==> src/sv/dshot_frame_waveform_encoder_macros.svh <==
// ----------------------------------------------------------------------------
// DShot encoder assertion macros
// Clocked, reset-qualified property wrappers for the encoder checks.
// ----------------------------------------------------------------------------
`ifndef DSHOT_FRAME_WAVEFORM_ENCODER_MACROS_SVH
`define DSHOT_FRAME_WAVEFORM_ENCODER_MACROS_SVH

// same-cycle implication
`define DSHOT_ASSERT_IMP(label, clk, rst_n, ante, cons) \
    label: assert property (@(posedge clk) disable iff (!(rst_n)) (ante) |-> (cons)) \
        else $error("dshot encoder check failed");

// next-cycle implication
`define DSHOT_ASSERT_NXT(label, clk, rst_n, ante, cons) \
    label: assert property (@(posedge clk) disable iff (!(rst_n)) (ante) |=> (cons)) \
        else $error("dshot encoder check failed");

`endif

==> src/sv/dshot_pkg.sv <==
// ----------------------------------------------------------------------------
// DShot encoder package
// Shared constants, register codes, structs and the frame builder.
// ----------------------------------------------------------------------------
`timescale 1ns / 1ps

package dshot_pkg;

    localparam int DATA_SLOTS  = 32;
    localparam int GAP_SLOTS   = 2;
    localparam int TOTAL_SLOTS = DATA_SLOTS + GAP_SLOTS;

    localparam int VALUE_W = 32;
    localparam int FRAME_W = 32;
    localparam int FIDX_W  = $clog2(FRAME_W);
    localparam int SLOT_W  = $clog2(TOTAL_SLOTS);
    localparam int TICK_W  = 6;

    localparam int APB_DW  = 32;
    localparam int APB_AW  = 4;
    localparam int RIDX_W  = APB_AW - 2;

    localparam logic [TICK_W-1:0] PERIOD_TOP_RST = 6'd20;
    localparam logic [TICK_W-1:0] ONE_HIGH_RST   = 6'd14;
    localparam logic [TICK_W-1:0] ZERO_HIGH_RST  = 6'd7;

    typedef enum logic [RIDX_W-1:0] {
        REG_PERIOD_TOP = 2'd0,
        REG_ONE_HIGH   = 2'd1,
        REG_ZERO_HIGH  = 2'd2
    } t_reg_idx;

    typedef struct packed {
        logic [TICK_W-1:0] period_top;
        logic [TICK_W-1:0] one_high_ticks;
        logic [TICK_W-1:0] zero_high_ticks;
    } t_cfg;

    typedef struct packed {
        logic done;
        logic refused;
        logic busy;
        logic level;
    } t_result;

    // value low 24 bits in the top, XOR of the four bytes in the low byte
    function automatic logic [FRAME_W-1:0] build_frame(input logic [VALUE_W-1:0] v);
        logic [7:0] sum;
        sum = v[7:0] ^ v[15:8] ^ v[23:16] ^ v[31:24];
        return {v[23:0], sum};
    endfunction

endpackage

==> src/sv/dshot_regs.sv <==
// ----------------------------------------------------------------------------
// DShot encoder register file
// APB slave holding slot period and high-time registers.
// ----------------------------------------------------------------------------
`timescale 1ns / 1ps

module dshot_regs import dshot_pkg::*; (
    input  logic              i_clk,
    input  logic              i_rst_n,
    input  logic              psel,
    input  logic              penable,
    input  logic              pwrite,
    input  logic [APB_AW-1:0] paddr,
    input  logic [APB_DW-1:0] pwdata,
    output logic [APB_DW-1:0] prdata,
    output logic              pready,
    output t_cfg              o_cfg
);

    t_cfg  r_cfg;
    t_cfg  n_cfg;
    logic  w_wr;
    logic [RIDX_W-1:0] w_idx;

    assign pready = 1'b1;
    assign w_wr   = psel & penable & pwrite;
    assign w_idx  = paddr[APB_AW-1:2];

    always_comb begin
        n_cfg = r_cfg;
        if (w_wr) begin
            case (w_idx)
                REG_PERIOD_TOP: n_cfg.period_top      = pwdata[TICK_W-1:0];
                REG_ONE_HIGH:   n_cfg.one_high_ticks  = pwdata[TICK_W-1:0];
                REG_ZERO_HIGH:  n_cfg.zero_high_ticks = pwdata[TICK_W-1:0];
                default:        n_cfg = r_cfg;
            endcase
        end
    end

    always_ff @(posedge i_clk) begin
        if (!i_rst_n) begin
            r_cfg.period_top      <= PERIOD_TOP_RST;
            r_cfg.one_high_ticks  <= ONE_HIGH_RST;
            r_cfg.zero_high_ticks <= ZERO_HIGH_RST;
        end else begin
            r_cfg <= n_cfg;
        end
    end

    always_comb begin
        case (w_idx)
            REG_PERIOD_TOP: prdata = APB_DW'(r_cfg.period_top);
            REG_ONE_HIGH:   prdata = APB_DW'(r_cfg.one_high_ticks);
            REG_ZERO_HIGH:  prdata = APB_DW'(r_cfg.zero_high_ticks);
            default:        prdata = '0;
        endcase
    end

    assign o_cfg = r_cfg;

endmodule

==> src/sv/dshot_slot_gen.sv <==
// ----------------------------------------------------------------------------
// DShot slot generator
// Frame, slot and tick state; produces one line sample per tick.
// ----------------------------------------------------------------------------
`timescale 1ns / 1ps

module dshot_slot_gen import dshot_pkg::*; (
    input  logic               i_clk,
    input  logic               i_rst_n,
    input  logic               i_step,
    input  logic               i_start,
    input  logic [FRAME_W-1:0] i_frame,
    input  t_cfg               i_cfg,
    output t_result            o_res,
    output logic               o_sending
);

    logic [FRAME_W-1:0] r_frame;
    logic [FRAME_W-1:0] n_frame;
    logic [SLOT_W-1:0]  r_slot;
    logic [SLOT_W-1:0]  n_slot;
    logic [TICK_W-1:0]  r_tick;
    logic [TICK_W-1:0]  n_tick;
    logic               r_sending;
    logic               n_sending;

    logic               w_take;
    logic [FRAME_W-1:0] w_frame;
    logic [SLOT_W-1:0]  w_slot;
    logic [TICK_W-1:0]  w_tick;
    logic               w_active;
    logic               w_bit;
    logic [TICK_W-1:0]  w_high;
    logic               w_slot_end;
    logic               w_last;

    // a start while idle loads the frame and begins slot 0 on the same tick
    assign w_take   = i_start & ~r_sending;
    assign w_frame  = w_take ? i_frame : r_frame;
    assign w_slot   = w_take ? '0 : r_slot;
    assign w_tick   = w_take ? '0 : r_tick;
    assign w_active = r_sending | i_start;

    assign w_bit      = w_frame[FIDX_W'(w_slot)];
    assign w_high     = w_bit ? i_cfg.one_high_ticks : i_cfg.zero_high_ticks;
    assign w_slot_end = w_active & (w_tick >= i_cfg.period_top);
    assign w_last     = (w_slot >= SLOT_W'(TOTAL_SLOTS - 1));

    always_comb begin
        o_res.level   = w_active & (int'(w_slot) < DATA_SLOTS) & (w_tick < w_high);
        o_res.busy    = w_active;
        o_res.refused = i_start & r_sending;
        o_res.done    = w_slot_end & w_last;
    end

    always_comb begin
        n_frame   = w_frame;
        n_slot    = w_slot;
        n_tick    = w_tick;
        n_sending = w_active;
        if (w_active) begin
            if (w_slot_end) begin
                n_tick = '0;
                if (w_last) begin
                    n_slot    = '0;
                    n_sending = 1'b0;
                end else begin
                    n_slot = w_slot + 1'b1;
                end
            end else begin
                n_tick = w_tick + 1'b1;
            end
        end
    end

    always_ff @(posedge i_clk) begin
        if (!i_rst_n) begin
            r_slot    <= '0;
            r_tick    <= '0;
            r_sending <= 1'b0;
        end else if (i_step) begin
            r_slot    <= n_slot;
            r_tick    <= n_tick;
            r_sending <= n_sending;
        end
    end

    always_ff @(posedge i_clk) begin
        if (i_step) begin
            r_frame <= n_frame;
        end
    end

    assign o_sending = r_sending;

endmodule

==> src/sv/dshot_frame_waveform_encoder.sv <==
// ----------------------------------------------------------------------------
// DShot frame waveform encoder
// Per-tick motor line encoder: 32 data slots LSB first, then two low gap slots.
//
//   Channel  Dir  Beat contents
//   s_axis   in   tuser: start_req; tdata: frame_value
//   m_axis   out  tdata: line_level, busy_res, start_refused; tlast: frame_done
//   apb      cfg  0x0 period_top, 0x4 one_high_ticks, 0x8 zero_high_ticks
//
// One tick per cycle while the output is not stalled; an input beat passes
// through the input register, then slot logic into the result register.
// The frame/slot/tick state advances only when the input register moves on.
// Output stalls hold the result register; one more beat is taken into the
// input register meanwhile. Synchronous active-low reset, no clearing pass.
// ----------------------------------------------------------------------------
`timescale 1ns / 1ps
`include "dshot_frame_waveform_encoder_macros.svh"

module dshot_frame_waveform_encoder import dshot_pkg::*; (
    input  logic               i_clk,
    input  logic               i_rst_n,
    input  logic               s_axis_tvalid,
    output logic               s_axis_tready,
    input  logic [VALUE_W-1:0] s_axis_tdata,   // [31:0] frame_value
    input  logic               s_axis_tuser,   // [0] start_req
    output logic               m_axis_tvalid,
    input  logic               m_axis_tready,
    output logic [7:0]         m_axis_tdata,   // [0] line_level, [1] busy_res,
                                               // [2] start_refused, [7:3] zero
    output logic               m_axis_tlast,   // frame_done
    input  logic               psel,
    input  logic               penable,
    input  logic               pwrite,
    input  logic [APB_AW-1:0]  paddr,
    input  logic [APB_DW-1:0]  pwdata,
    output logic [APB_DW-1:0]  prdata,
    output logic               pready
);

    t_cfg               w_cfg;
    logic               r_in_valid;
    logic               r_in_start;
    logic [FRAME_W-1:0] r_in_frame;
    logic               r_out_valid;
    t_result            r_out;
    t_result            w_res;
    logic               w_adv;
    logic               w_step;
    logic               w_take_in;
    logic               w_sending;

    dshot_regs u_regs (
        .i_clk   (i_clk),
        .i_rst_n (i_rst_n),
        .psel    (psel),
        .penable (penable),
        .pwrite  (pwrite),
        .paddr   (paddr),
        .pwdata  (pwdata),
        .prdata  (prdata),
        .pready  (pready),
        .o_cfg   (w_cfg)
    );

    // result register free or draining this cycle
    assign w_adv         = ~r_out_valid | m_axis_tready;
    assign w_step        = r_in_valid & w_adv;
    assign s_axis_tready = ~r_in_valid | w_adv;
    assign w_take_in     = s_axis_tvalid & s_axis_tready;

    always_ff @(posedge i_clk) begin
        if (!i_rst_n) begin
            r_in_valid <= 1'b0;
        end else if (s_axis_tready) begin
            r_in_valid <= s_axis_tvalid;
        end
    end

    // checksum folded in on capture
    always_ff @(posedge i_clk) begin
        if (w_take_in) begin
            r_in_start <= s_axis_tuser;
            r_in_frame <= build_frame(s_axis_tdata);
        end
    end

    dshot_slot_gen u_slot_gen (
        .i_clk     (i_clk),
        .i_rst_n   (i_rst_n),
        .i_step    (w_step),
        .i_start   (r_in_start),
        .i_frame   (r_in_frame),
        .i_cfg     (w_cfg),
        .o_res     (w_res),
        .o_sending (w_sending)
    );

    always_ff @(posedge i_clk) begin
        if (!i_rst_n) begin
            r_out_valid <= 1'b0;
        end else if (w_adv) begin
            r_out_valid <= r_in_valid;
        end
    end

    always_ff @(posedge i_clk) begin
        if (w_step) begin
            r_out <= w_res;
        end
    end

    assign m_axis_tvalid = r_out_valid;
    assign m_axis_tdata  = {5'b0, r_out.refused, r_out.busy, r_out.level};
    assign m_axis_tlast  = r_out.done;

    `DSHOT_ASSERT_NXT(a_done_goes_idle, i_clk, i_rst_n, w_step && w_res.done, !w_sending)
    `DSHOT_ASSERT_NXT(a_start_goes_busy, i_clk, i_rst_n,
                      w_step && r_in_start && !w_sending, w_sending)
    `DSHOT_ASSERT_IMP(a_refuse_only_busy, i_clk, i_rst_n, w_step && w_res.refused, w_sending)
    `DSHOT_ASSERT_NXT(a_hold_no_step, i_clk, i_rst_n, !w_step, $stable(w_sending))

endmodule
==> config.mk <==
export PLATFORM = sky130hd
export DESIGN_NAME = dshot_frame_waveform_encoder
export DESIGN_NICKNAME = d
export VERILOG_FILES = /design/src/sv/dshot_pkg.sv /design/src/sv/dshot_regs.sv /design/src/sv/dshot_slot_gen.sv /design/src/sv/dshot_frame_waveform_encoder.sv
export VERILOG_INCLUDE_DIRS = /design/src /design/src/sv
export SDC_FILE = /design/constraint.sdc
export NUM_CORES = 1
export LEC_CHECK = 0
export ABC_AREA = 0
export BUFFER_PORTS_ARGS = -buffer_cell sky130_fd_sc_hd__buf_2
export CORE_UTILIZATION = 45
export DETAILED_ROUTE_END_ITERATION = 12
export PLACE_DENSITY = 0.68
export SYNTH_ARGS = -nofsm -noshare
export SYNTH_HDL_FRONTEND = slang
export SYNTH_SLANG_ARGS = --single-unit
==> constraint.sdc <==
create_clock -name i_clk -period 3.84 [get_ports i_clk]
set_clock_uncertainty 0.1 [all_clocks]
set_input_delay 0.576 -clock i_clk [delete_from_list [all_inputs] [get_ports i_clk]]
set_output_delay 0.576 -clock i_clk [all_outputs]
set_load 0.1 [all_outputs]
Word level (Yosys, flattened, before mapping)
Index checks and enable logic that the tools add are counted.
{"block": "totals", "regBits": 102, "out_inout_bits": 44, "elab_cells": 62}
{"block": "classes", "add_sub_neg": 2, "order_cmp": 5, "eq_ne": 2, "n_mux": 15, "n_bitwise": 19, "n_reduce_logical": 4}
{"op": "two-way mux 6 bit", "count": 8}
{"op": "two-way mux 32 bit", "count": 1}
{"op": "bitwise XOR 8 bit", "count": 3}
{"op": "case mux 6 bit (3 select lines)", "count": 1}
{"op": "adder 6 x 1 -> 6 bit, second input constant", "count": 2}
{"op": "AND 1 bit", "count": 10}
{"op": "greater-or-equal comparator 6 bit", "count": 1}
{"op": "greater-or-equal comparator 6 bit, second input constant", "count": 1}
{"op": "< comparator 5 x 6 -> 1 bit, second input constant", "count": 1}
{"op": "< comparator 6 bit", "count": 1}
{"op": "< comparator 6 bit, second input constant", "count": 1}
{"op": "AND reduction 2 bit", "count": 3}
{"op": "binary-select mux 1 bit (select 5 bit)", "count": 1}
{"op": "two-way mux 1 bit", "count": 4}
{"op": "NOT 1 bit", "count": 3}
{"op": "OR 1 bit", "count": 3}
{"op": "equality test 2 x 1 -> 1 bit, second input constant", "count": 1}
{"op": "equality test 2 bit, second input constant", "count": 1}
{"op": "zero test 2 bit", "count": 1}

Longest topological paths before layout
Gate-level depths: netlist of run 1.
{"block": "depth", "ltp_word": 8, "depth_mapped": 13, "ltp_nobuf": 12}

Cells and area by module
Synthesis of run 1 repeated with hierarchy kept, for this count alone.
{"block": "unflattened", "cells_unflattened": 519, "area_unflattened_um2": 5445.2}
{"mod": "dshot_slot_gen", "instances": 1, "cells_per_inst": 319, "area_each_um2": 2880.3}
{"mod": "dshot_frame_waveform_encoder", "instances": 1, "cells_per_inst": 76, "area_each_um2": 1466.4}
{"mod": "dshot_regs", "instances": 1, "cells_per_inst": 124, "area_each_um2": 1098.6}

Worst setup path after synthesis of run 1
OpenSTA, ideal clock, no wires.
{"block": "synth_timing", "path_type": "input to output", "from": "input port paddr[3]", "to": "output port prdata[2]", "t_arrival_ps": 3431, "required_ps": 3164, "setup_slack_ps": -267, "path_stages": 4, "path_buffers": 2, "cell_sequence": "clkbuf_1 -> buf_1 -> mux2i_1 -> o21ai_0"}
{"block": "synth_between", "elab_chain_len": 2, "elab_cells_between_ends": 4, "cone_classes": "2 x eq/ne; 1 x mux; 1 x reduce/logical"}
{"item": "from (decl)", "line_no": "dshot_frame_waveform_encoder.sv:34", "text": "input logic [APB_AW-1:0] paddr,"}
{"item": "equality test 2 bit, or another cell as far along", "line_no": "dshot_regs.sv:52", "text": "case (w_idx)"}
{"item": "case mux 6 bit (3 select lines) *", "line_no": "dshot_regs.sv:52"}
{"item": "to (decl)", "line_no": "dshot_frame_waveform_encoder.sv:36", "text": "output logic [APB_DW-1:0] prdata,"}
Every way passes the cells marked *; elsewhere a longest branch is shown, timed or not.

==> results of run 1 <==
synthesized netlist by cell type, drive strengths merged (7+ instances only):
| cell | number | area (um2) |
|---|---|---|
| mux2i | 28 | 293 |
| nand4 | 7 | 43.8 |
| clkbuf | 12 | 45.0 |
| mux4 | 8 | 206 |
| buf | 36 | 265 |
| ha | 15 | 188 |
| xnor2 | 16 | 140 |
| o21ai | 18 | 90.1 |
| nand3 | 20 | 100 |
| and2 | 9 | 56.3 |
| nand2 | 32 | 120 |
| a21oi | 17 | 85.1 |
| o211ai | 7 | 52.6 |
| dfxtp | 33 | 661 |
| xor2 | 8 | 70.1 |
| nor2 | 19 | 71.3 |
| inv | 12 | 45.0 |
| edfxtp | 69 | 2070 |
layout make-up:
class	count	area (um2)
flip-flops and latches	102	2730
multi-input cells	273	1910
clock buffers	9	124
fillers	927	4990
clock inverters	7	85.1
repair buffers	67	355
inverters	13	48.8
well taps	136	170
kinds of logic after synthesis:
logic type               synth area share (%)
XOR/XNOR                                 4.30
adder cells (fa/ha/maj)                  3.84
multiplexers                             10.5
AO/OA/AOI/OAI                            7.30
buffers and inverters                    7.35
other                                   0.154
AND/OR/NAND/NOR                          10.6
flip-flops                               55.9
worst reg2reg max path: stages, from the launching register on:
cell	delay [ps]
dfxtp_1	320
buf_4	200
mux4_1	630
mux2i_1	180
mux2i_1	90
mux2_4	280
mux2i_4	290
mux2i_1	250
ha_1	260
a221o_1	320
a21oi_1	230
nand3_1	120
o211ai_1	160
placed cells by master (no fill, tap or decap), types with 2 or more instances in the layout:
master,Yosys,final
and2_1,9,9
conb_1,2,32
nand2_1,32,32
buf_2,2,59
nand2b_1,4,4
nand4_1,7,7
o21ai_1,3,7
o31ai_1,2,2
a21oi_1,17,17
mux4_1,7,7
nand3_1,20,20
inv_1,12,12
nor3_1,3,3
ha_1,15,15
buf_4,32,8
nor4_1,3,3
o21ai_0,15,11
and3_1,4,4
a21o_1,2,2
inv_6,0,2
xor2_1,8,8
xnor2_1,16,16
dfxtp_1,33,33
o211ai_1,7,7
edfxtp_1,69,69
nor2_1,19,18
a211oi_1,3,3
mux2i_1,27,27
clkbuf_8,0,9
clkinv_8,0,2
nor2b_1,2,2
a31oi_1,3,3
metrics by stage:
stage               setup slack (ps)  area, um2  util (%)
finish                           258       5430      52.1
global route                    98.3       5430      52.1
CTS                              226       5430      52.1
detailed placement               258       5220      50.1
global placement                 281       5220      50.1
floorplan                        123       5000         -
how the worst max path moves through the flow:
stage	start	end	slack, ps	cells past startpoint
2_1_floorplan	paddr[3]	prdata[0]	120	3
3_3_place_gp	u_slot_gen.r_slot[1]$_SDFFE_PN0P_	m_axis_tdata[0]$_DFFE_PP_	280	12
3_5_place_dp	u_slot_gen.r_slot[1]$_SDFFE_PN0P_	m_axis_tdata[0]$_DFFE_PP_	260	12
4_1_cts	u_slot_gen.r_slot[1]$_SDFFE_PN0P_	m_axis_tdata[0]$_DFFE_PP_	230	12
5_1_grt	u_slot_gen.o_sending$_SDFFE_PN0P_	u_slot_gen.r_tick[2]$_SDFFE_PN0P_	100	11
6_report	u_slot_gen.r_slot[1]$_SDFFE_PN0P_	m_axis_tdata[0]$_DFFE_PP_	260	12
metal layers:
layer,GRT usage [%],wire length [um],vias up
li1,-,-,1536
met1,20.1,3650,1513
met2,26.9,4270,88
met3,3.62,418,11
met4,5.46,104,0
met5,0,0,-
report_power, final:
group          switching (W)  internal (W)
Sequential         0.0000167       0.00123
Combinational       0.000275     0.0000711
Clock               0.000421      0.000265
Total               0.000713       0.00156
==> metrics, run 1 <==
drt pass-1 iters=4; hold path depth=1; P_leak=2.09 nW; clk buf depth=2; # setup viols final=0; largest net degree at the start of global routing=34; final hold slack=295 ps; unrepaired setup endpoints after global routing=false; Critical Path Most Common Cell=mux2i_1; critical path type=flop to flop; TritonCTS sink count=102; CP max-delay cell=mux4_1; fin nets=557; crit path time final=3580 ps; flops & latches, synth=102; Syn Inst Count=406; number of global-route vias before repair=3020; Max rail drop VDD=0.191 mV; layout cells sized above 1=18.7%; slew margin rel.=46.6%; HP Class=input port to flop; via count=3148; FMAX=0.279 GHz; overall power=0.00228 W; Routability Congestion=0.802; post-synthesis sequential area ratio=55.9%; FF-to-FF path depth=12; initial antenna violation count=0; # diodes=0; Hold Path End=r_in_start$_DFFE_PP_; CP bufs+invs=1; worst skew pair latency=360 ps; CP Cell Sequence=buf_4, mux4_1, mux2i_1, mux2i_1, mux2_4, mux2i_4, mux2i_1, ha_1, a221o_1, a21oi_1, nand3_1, o211ai_1; EDFF count, synth=69; H-tree depth=3; Hold Buf Count CTS=0; # DRC=0; FP Rows=37; Setup crit end kind=flop; Routed WL=8450 um; Post-CTS Repair Setup Buffers=0; Critical Path Fanout Max=10; remaining antenna violation count=0; Tot GR Track Use=15.9%; Initial Util=46.9%; status=completed; Critical R2R Launch=u_slot_gen.r_slot[1]$_SDFFE_PN0P_; endpoints failing hold=0; CP arrival=3690 ps; Post-synth ARST share=0%; CTS tree=built; CP top delay family=multiplexers; post-route insts no fill=607; RR Endpoint=m_axis_tdata[0]$_DFFE_PP_; Starting DRT DRC Count=202; ys flop type=edfxtp_1; Synth warnings=0; cell area after synthesis=4890 um2; height of the die=106 um; Via density=5.19; pwr dens=420 nW/um2; Root Buffer=clkbuf_8; Critical Path RT=3950 ps; Worst Tran Pin Value=801 ps; Syn-to-layout area delta=11.0%; Worst-path clk slew=100 ps; post-CTS sizing=0; IO buf count=59; overflow left after global routing=0; Synth cell types=46; io pins=120; # placed instances=591; Die X=106 um; hold path startpoint=s_axis_tuser; first-pass GRT wire length=14100 um; Total Die Area=11300 um2; Critical Path Max Stage Delay=620 ps; syn_area_per_cell=12.0 um2; setup tns final=0 ps; Core Region=10400 um2; total of max-cap violations=0; Wirelength per Cell=13.9 um; crit path launch type=flop; Final Max Tran Viols=0; DP HPWL=5940 um; Final period util=93.3%; Inserted Clock Buffers=9; r2r setup slk=260 ps
(Power assumes the default switching activity.)
==> run 2: changes to the inputs <==
Settings changed: CORE_ASPECT_RATIO set to 0.9.
==> run 2 against run 1 <==
The run now ends with DRC left. First-iteration DRC count is 0.50% lower. Register-to-register slack better by 20 ps. Sequential power hardly changed. Critical path depth stayed put. Clock-buffer cell count is 1 higher. Cell count is 1.2% lower. Fmax is 0.58% higher.
==> metrics, run 2 (same netlist as run 1, synthesis figures left out) <==
status=complete, but fails checks; failing checks=DRC; Worst Tran Pin Value=767 ps (-33.7 ps); IO buf count=59 (unchanged); remaining antenna violation count=0 (unchanged); io pins=120 (unchanged); slew margin rel.=48.8% (+2.3 points); Core Region=10400 um2 (-0.36%); Routability Congestion=0.810 (+0.95%); HP Class=input port to flop; Worst-path clk slew=70 ps (-30 ps); CP top delay family=multiplexers; crit path time final=3560 ps (-20.6 ps); clk buf depth=2 (unchanged); endpoints failing hold=0 (unchanged); Syn-to-layout area delta=12.7%; CP bufs+invs=1 (unchanged); Critical Path RT=3930 ps (-20 ps); Total Die Area=11300 um2 (about the same); fin nets=557 (unchanged); Routed WL=8670 um (+2.5%); Tot GR Track Use=16.3% (+0.34 points); Wirelength per Cell=14.4 um (+3.7%); Final Max Tran Viols=0 (unchanged); first-pass GRT wire length=14100 um (+0.34%); total of max-cap violations=0 (unchanged); Initial Util=47.1% (+0.17 points); crit path launch type=flop; CP arrival=3650 ps (-40 ps); Inserted Clock Buffers=9 (unchanged); Final period util=92.7% (-0.54 points); unrepaired setup endpoints after global routing=false; fin util=53.0% (+0.96 points); CP Cell Sequence=buf_4, mux4_1, mux2i_1, mux2i_1, mux2_4, mux2i_4, mux2i_1, ha_1, a221o_1, a21oi_1, nand3_1, o211ai_1; TritonCTS sink count=102 (unchanged); overflow left after global routing=0 (unchanged); commonest non-fill, non-tap cell in the layout=edfxtp_1; Starting DRT DRC Count=201 (-0.50%); post-CTS sizing=0 (unchanged); Setup crit end kind=flop; P_leak=2.13 nW (+2.1%); worst skew pair latency=350 ps (about the same); CP max-delay cell=mux4_1; DP HPWL=6100 um (+2.6%); # DRC=4 (+4); FMAX=0.281 GHz (+0.58%); Max rail drop VDD=0.268 mV (+41%); Critical Path Most Common Cell=mux2i_1; pwr dens=455 nW/um2 (+8.4%); Critical Path Max Stage Delay=570 ps (-50 ps); Critical Path Fanout Max=7 (-3); # setup viols final=0 (unchanged); Post-CTS Repair Setup Buffers=0 (unchanged); initial antenna violation count=0 (unchanged); H-tree depth=3 (unchanged); via count=3142 (-0.19%); height of the die=101 um (-5.0%); Via density=5.24 (+0.97%); Root Buffer=clkbuf_16; layout cells sized above 1=18.5% (-0.21 points); # diodes=0 (unchanged); largest net degree at the start of global routing=34 (unchanged); number of global-route vias before repair=3031 (+0.36%); critical path type=flop to flop; Die X=112 um (+5.3%); most frequent cells in the layout=69 x edfxtp_1, 59 x buf_2, 33 x dfxtp_1; drt pass-1 iters=9 (+5); Hold Buf Count CTS=0 (unchanged); FP Rows=35 (-5.4%); CTS tree=built; setup tns final=0 ps (unchanged)
==> run 2: worst register-to-register path, delay by kind of cell, from the launching register on <==
family / cells / cell delay (ps)
DFF: 1 / 330
AOI/OAI and AO/OA: 3 / 710
muxes: 6 / 1720
adders and majority gates: 1 / 260
buffers and inverters: 1 / 170
and+or+nand+nor: 1 / 110
==> run 2: area by class of cell <==
class / instances / area (um2)
clock buffers: 10 / 229
clock inverters: 6 / 68.8
fillers: 882 / 4870
inverters: 13 / 48.8
multi-input cells: 273 / 1910
flip-flops and latches: 102 / 2730
well taps: 129 / 161
repair buffers: 67 / 355
==> run 2: worst paths after layout <==
| check | startpoint | end | slack, ps | cells past startpoint |
|---|---|---|---|---|
| worst max-delay path | u_slot_gen.r_slot[1]$_SDFFE_PN0P_ | m_axis_tdata[0]$_DFFE_PP_ | 280 | 12 |
| worst max register to register | u_slot_gen.r_slot[1]$_SDFFE_PN0P_ | m_axis_tdata[0]$_DFFE_PP_ | 280 | 12 |
| worst min register to register | r_in_frame[23]$_DFFE_PP_ | flop | 320 | 0 |
| worst min-delay path | s_axis_tuser | r_in_start$_DFFE_PP_ | 310 | 1 |
==> run 2: through the flow <==
| step | instances | setup slack (ps) | power, W | instance area, um2 | hold WS, ps |
|---|---|---|---|---|---|
| 6_report | 600 | 279 | 0.00250 | 5510 | 307 |
| 5_1_grt | 600 | 39.1 | 0.00259 | 5510 | 306 |
| 4_1_cts | 600 | 245 | 0.00252 | 5510 | 305 |
| 3_5_place_dp | 584 | 277 | 0.00162 | 5210 | 305 |
| 3_3_place_gp | 584 | 313 | 0.00161 | 5210 | 306 |
| 2_1_floorplan | 436 | 123 | 0.00157 | 5000 | 300 |
==> run 2: per-layer routing <==
layer	vias up	global-route usage, %	wire, um
li1	1537	-	-
met1	1500	20.5	3940
met2	90	26.8	4150
met3	15	2.95	399
met4	0	8.94	179
met5	-	0	0
==> run 2: power by group <==
part,internal [W],switching (W)
clock,0.000510,0.000403
sequential,0.00123,0.0000168
combinational,0.0000696,0.000275
